===== config.mk =====
export PLATFORM = sky130hd
export DESIGN_NAME = ptl_cell
export DESIGN_NICKNAME = d
export VERILOG_FILES = /design/src/hw/rtl/point_to_line_distance_assert.svh /design/src/hw/rtl/ptl_pkg.sv /design/src/hw/rtl/ptl_cell.sv
export SDC_FILE = /design/constraint.sdc
export NUM_CORES = 2
export LEC_CHECK = 0
export BUFFER_PORTS_ARGS = -buffer_cell sky130_fd_sc_hd__buf_2
export CORE_AREA = 4 4 751 753
export DETAILED_ROUTE_END_ITERATION = 16
export DIE_AREA = 0 0 755 757
export PLACE_DENSITY_LB_ADDON = 0.12
export SETUP_SLACK_MARGIN = 0.5
export SLEW_MARGIN = 20
export SYNTH_ARGS = -nofsm -noshare
export SYNTH_HDL_FRONTEND = slang
export SYNTH_SLANG_ARGS = --single-unit

===== constraint.sdc =====
create_clock -name clk -period 0.86 [get_ports clk]
set_clock_uncertainty 0.1 [all_clocks]
set_input_delay 0.172 -clock clk [delete_from_list [all_inputs] [get_ports clk]]
set_output_delay 0.172 -clock clk [all_outputs]
set_load 0.005 [all_outputs]

===== src/hw/rtl/point_to_line_distance_assert.svh =====
// Assertion macros shared by the RTL. Each expects clk and rst_n in scope.
`ifndef POINT_TO_LINE_DISTANCE_ASSERT_SVH
`define POINT_TO_LINE_DISTANCE_ASSERT_SVH

// Same-cycle implication.
`define PTL_ASSERT_IMP(lbl, ante, cons, msg) \
    lbl: assert property (@(posedge clk) disable iff (!rst_n) (ante) |-> (cons)) \
        else $error(msg);

// Next-cycle implication.
`define PTL_ASSERT_NXT(lbl, ante, cons, msg) \
    lbl: assert property (@(posedge clk) disable iff (!rst_n) (ante) |=> (cons)) \
        else $error(msg);

`endif


===== src/hw/rtl/ptl_pkg.sv =====
package ptl_pkg;

    localparam int COORD_W = 32;
    localparam int DIST_W  = 31;
    localparam int DIFF_W  = 33;
    localparam int PROD_W  = 66;
    localparam int CMAG_W  = 67;
    localparam int LEN_W   = 67;
    localparam int LO_W    = 33;
    localparam int HI_W    = CMAG_W - LO_W;
    localparam int REM_W   = 136;

    typedef logic [REM_W-1:0]  rem_t;
    typedef logic [LEN_W-1:0]  len_t;
    typedef logic [DIST_W-1:0] dist_t;

    // Per query point state carried down the cell row.
    typedef struct packed {
        rem_t  rem;   // C^2 - d^2 * L
        rem_t  dl;    // d * L
        dist_t d;
    } lane_t;

    // Per request control shared by all lanes of a stage.
    typedef struct packed {
        logic vld;
        logic degen;
        len_t len;
    } ctl_t;

endpackage


===== src/hw/rtl/ptl_cell.sv =====
module ptl_cell #(
    parameter int NUM_POINTS = 3,
    parameter int BIT        = 0
) (
    input  logic                             clk,
    input  logic                             rst_n,
    input  logic                             adv,
    input  ptl_pkg::ctl_t                    ctl_in,
    input  ptl_pkg::lane_t [NUM_POINTS-1:0]  lane_in,
    output ptl_pkg::ctl_t                    ctl_out,
    output ptl_pkg::lane_t [NUM_POINTS-1:0]  lane_out
);
    import ptl_pkg::*;

    logic                    vld_reg;
    ctl_t                    ctl_reg;
    lane_t [NUM_POINTS-1:0]  lane_reg;
    lane_t [NUM_POINTS-1:0]  lane_next;
    rem_t                    delta [NUM_POINTS];

    // Setting bit b of d grows d^2*L by (2*d*L + 2^b*L) * 2^b.
    always_comb
    begin
        for (int i = 0; i < NUM_POINTS; i++)
        begin
            delta[i]     = (lane_in[i].dl << (BIT+1)) + (rem_t'(ctl_in.len) << (2*BIT));
            lane_next[i] = lane_in[i];
            if (delta[i] <= lane_in[i].rem)
            begin
                lane_next[i].rem    = lane_in[i].rem - delta[i];
                lane_next[i].dl     = lane_in[i].dl + (rem_t'(ctl_in.len) << BIT);
                lane_next[i].d[BIT] = 1'b1;
            end
        end
    end

    always_ff @(posedge clk or negedge rst_n)
    begin
        if (!rst_n)
        begin
            vld_reg <= 1'b0;
        end
        else if (adv)
        begin
            vld_reg <= ctl_in.vld;
        end
    end

    always_ff @(posedge clk)
    begin
        if (adv)
        begin
            ctl_reg  <= ctl_in;
            lane_reg <= lane_next;
        end
    end

    always_comb
    begin
        ctl_out     = ctl_reg;
        ctl_out.vld = vld_reg;
    end

    assign lane_out = lane_reg;

endmodule


# After elaboration in Yosys (flattened, before gate mapping)

Cells that the tools add are included.
Widths: inputs -> output; s select.

Output and inout port bits: 978
Input bits: 981
Bits in registers: 978
Word-level logic and storage cells: 30

Order comparisons: 3
Multiplexer cells: 3
Add/sub/neg operators: 9

Operators by type and width:

| cell              | number |
|---|---|
| $add 136x67->136  | 6 |
| $mux 272          | 3 |
| $le 136x136->1    | 3 |
| $sub 136x136->136 | 3 |

# Depth between registers and ports, before layout

Depth after elaboration: 3
Gate-level depth with buffers: 34
Depth with buffers taken out: 29

# Worst setup path after synthesis

No wires, ideal clock.

Path kind: in2reg
From: input ctl_in[1] in the netlist's numbering
To: register lane_reg (netlist bit lane_out[159]) (data pin)
Buffers on the path: 3
Arrival time: 6.276 ns
Setup slack: -5.780 ns
Required time: 0.496 ns
Library setup time: 0.264 ns
Stages on the path: 29
Cell sequence: ha_1 fa_1 a211oi_1 o21bai_1 o22a_1 a41o_1 a21oi_1 a21oi_1 nand3_1 o21ai_0 a21oi_1 o21bai_1 a221oi_2 clkbuf_1 nor3_1 xnor2_1 ha_1 clkbuf_1 nand4_1 or3_1 nor3_1 a31oi_1 o21bai_1 o31ai_1 and2_1 or2_1 buf_2 or3_1 xnor2_1

RTL lines:

| element                | line           | text |
|---|---|---|
| start: declaration     | ptl_cell.sv:8  | `input ptl_pkg::ctl_t ctl_in,` |
| end signal: assignment | ptl_cell.sv:54 | `lane_reg <= lane_next;` |
| end: declaration       | ptl_cell.sv:17 | `lane_t [NUM_POINTS-1:0] lane_reg;` |

==> results.sh <==
export IMPL_status="complete, but fails checks"
export IMPL_violations="negative hold slack, negative setup slack"
export IMPL_grt_max_degree=91
export IMPL_grtUsageTotal_pct=25.0
export IMPL_synth_area_leaders="edfxtp_1, ha_1, a21oi_1"
export IMPL_syn_nets=13200
export IMPL_worstHoldPathType="in -> reg"
export IMPL_synth_top_cell_by_area="edfxtp_1"
export IMPL_leakagePower_nw=75.5
export IMPL_crit_top_cell="buf_4"
export IMPL_synth_top_area_share_pct=31.2
export IMPL_fin_crit_sh_pct=738
export IMPL_postPlaceCellArea_um2=154000
export IMPL_cts_root_buf="clkbuf_16"
export IMPL_crit_fanout=13
export IMPL_total_power_mw=281
export IMPL_synth_edf_count=977
export IMPL_timing_fmax_ghz=0.158
export IMPL_hold_depth=2
export IMPL_startpoint_type="primary input"
export IMPL_wirelength_um=749000
export IMPL_grt_overflow=0
export IMPL_drive_above_1_share_pct=44.9
export IMPL_reg2reg_depth=1
export IMPL_cts_sinks=978
export IMPL_via_per_inst=4.47
export IMPL_maxCapViolCount=0
export IMPL_ys_top_cells_by_count="a21oi_1, nor2_1, nand2_1"
export IMPL_io_pins=1959
export IMPL_timing_hold_ws_ps=-491
export IMPL_setup_tns_ps=-5058930
export IMPL_rsz0062_at_grt="true"
export IMPL_wl_per_cell_um=28.6
export IMPL_ctsHoldBuffers=104
export IMPL_end_kind="flip-flop"
export IMPL_first_pass_iters=6
export IMPL_fp_dieArea_um2=572000
export IMPL_cts_htree_levels=4
export IMPL_drtIter0Drc=7634
export IMPL_core_um2=556000
export IMPL_start_util_pct=16.9
export IMPL_dp_cells=25600
export IMPL_numCtsBuffers=151
export IMPL_slowest_delay_ps=400
export IMPL_final_net_count=20300
export IMPL_r2r_start="vld_reg"
export IMPL_critPathSlowestCell="a2111oi_4"
export IMPL_synth_cell_type_count=94
export IMPL_synth_main_ff_cell="edfxtp_1"
export IMPL_setup_ws_ps=-5490
export IMPL_powerDensity_nw_per_um2=1690
export IMPL_grt_pass1_wl_um=990000
export IMPL_cts_tree="yes"
export IMPL_relSlewSlack_pct=32.4
export IMPL_final_util_pct=29.8
export IMPL_rr_endpoint="vld_reg"
export IMPL_async_reset_ff_share_pct=0.102
export IMPL_synth_most_common_cell="a21oi_1"
export IMPL_fin_crit_ps=6350
export IMPL_largest_reg_flops=909
export IMPL_ir_drop_mv=1.26
export IMPL_nFillCells=60900
export IMPL_tightest_slew_ps=1010
export IMPL_gp_congestion=0.956
export IMPL_ys_warn_count=0
export IMPL_rows=274
export IMPL_clkTransAtPathRegs_ps=60
export IMPL_setup_viol=1797
export IMPL_dpl_hpwl_um=659000
export IMPL_die_h_um=757
export IMPL_dpl_worst_slack_ps=-7790
export IMPL_ys_ff_latch=978
export IMPL_design_area_um2=166000
export IMPL_holdCritStartpoint="lane_in[900]"
export IMPL_antenna_found_initial=193
export IMPL_via_count=117000
export IMPL_crit_arrival_ps=6870
export IMPL_syn_inst=11400
export IMPL_stdcell_count=26200
export IMPL_synth_avg_cell_area_um2=8.22
export IMPL_io_buffers=1958
export IMPL_drc=0
export IMPL_ff2ff_setup_slack_ps=30
export IMPL_die_w_um=755
export IMPL_min_to="lane_out[900]"
export IMPL_synth_area_um2=93900
export IMPL_finalMaxSlewViolations=0
export IMPL_grt_pass1_vias=118000
export IMPL_synth_seq_area_share_pct=31.3
export IMPL_area_growth_pct=76.7
export IMPL_hold_violations=1092
export IMPL_worstSetupPathType="in -> reg"
export IMPL_cts_path_max_buffers=4
export IMPL_ant_nets=0
export IMPL_cp_required_ps=1380
export IMPL_clk_insertion_delay_late_ps=890
-- logic make-up (layout without fill, tap and decap cells) --
group,Yosys count,count (layout),share of synthesized area (%)
simple gates,3838,3838,19.1
compound gates,3708,3708,23.9
xor+xnor,1181,1181,11.0
flops,978,978,31.3
buf+inv,907,8123,3.72
fa+ha+maj,816,816,10.9
mux,5,5,0.0586
other cells,0,80,0
-- critical path, delay by kind of cell --
kind | cells | cell delay [ps]
AO/OA/AOI/OAI | 16 | 2580
AND/OR/NAND/NOR | 1 | 210
adder cells (fa/ha/maj) | 2 | 510
buffers and inverters | 19 | 2810
XOR/XNOR | 2 | 470
-- power breakdown --
| part | internal, mW | switching, mW | leakage [nW] |
|---|---|---|---|
| clock | 38.5 | 27.5 | 2.44 |
| sequential | 60.8 | 4.39 | 9.59 |
| combinational | 69.3 | 80.5 | 63.4 |
-- repair_timing --
action	CTS	global route
setup endpoints to repair	2438	2521
gates resized for setup	698	282
pin swaps	237	148
setup buffers	107	27
endpoints found under the hold margin	1539	1314
gates cloned	15	1
-- layout make-up --
cell class	count	area (um2)	area share (%)
Multi-Input combinational cell	9548	65100	39.2
Timing Repair Buffer	7554	55800	33.6
Sequential cell	978	29400	17.7
Tap cell	7452	9320	5.62
Clock buffer	167	3880	2.34
Clock inverter	102	1150	0.694
Inverter	300	1130	0.679
Antenna cell	80	200	0.121
-- placed cells by master, fill, tap and decap left out, drive strengths merged, types with 104 or more instances in the layout --
cell | Yosys | final
buf | 65 | 7445
a21oi | 1566 | 1566
nor2 | 1204 | 1204
nand2 | 1046 | 1046
edfxtp | 977 | 977
ha | 807 | 807
xnor2 | 747 | 747
o21ai | 724 | 724
a21o | 531 | 531
xor2 | 434 | 434
nand4 | 432 | 432
inv | 300 | 311
nand3 | 267 | 267
nor3 | 257 | 257
o21bai | 231 | 231
clkbuf | 542 | 169
and3 | 125 | 125
dlygate4sd3 | 0 | 104
-- worst max path at each step --
stage               cells past startpoint             to    startpoint
finish                                 40  lane_out[299]    ctl_in[25]
CTS                                    37  lane_out[153]     ctl_in[1]
floorplan                              29  lane_out[159]     ctl_in[1]
global route                           34  lane_out[153]     ctl_in[1]
detailed placement                     35  lane_out[296]     ctl_in[1]
global placement                       39  lane_out[448]  lane_in[335]
-- metal layers --
layer	vias up	track usage (%)	part of all wire [%]
met3	852	4.11	5.1
met4	72	11.8	5.7
li1	56400	-	-
met1	56400	31.2	43
met5	-	0	0.061
met2	3261	42.0	46
No activity file was read; power rests on OpenSTA's default activity.
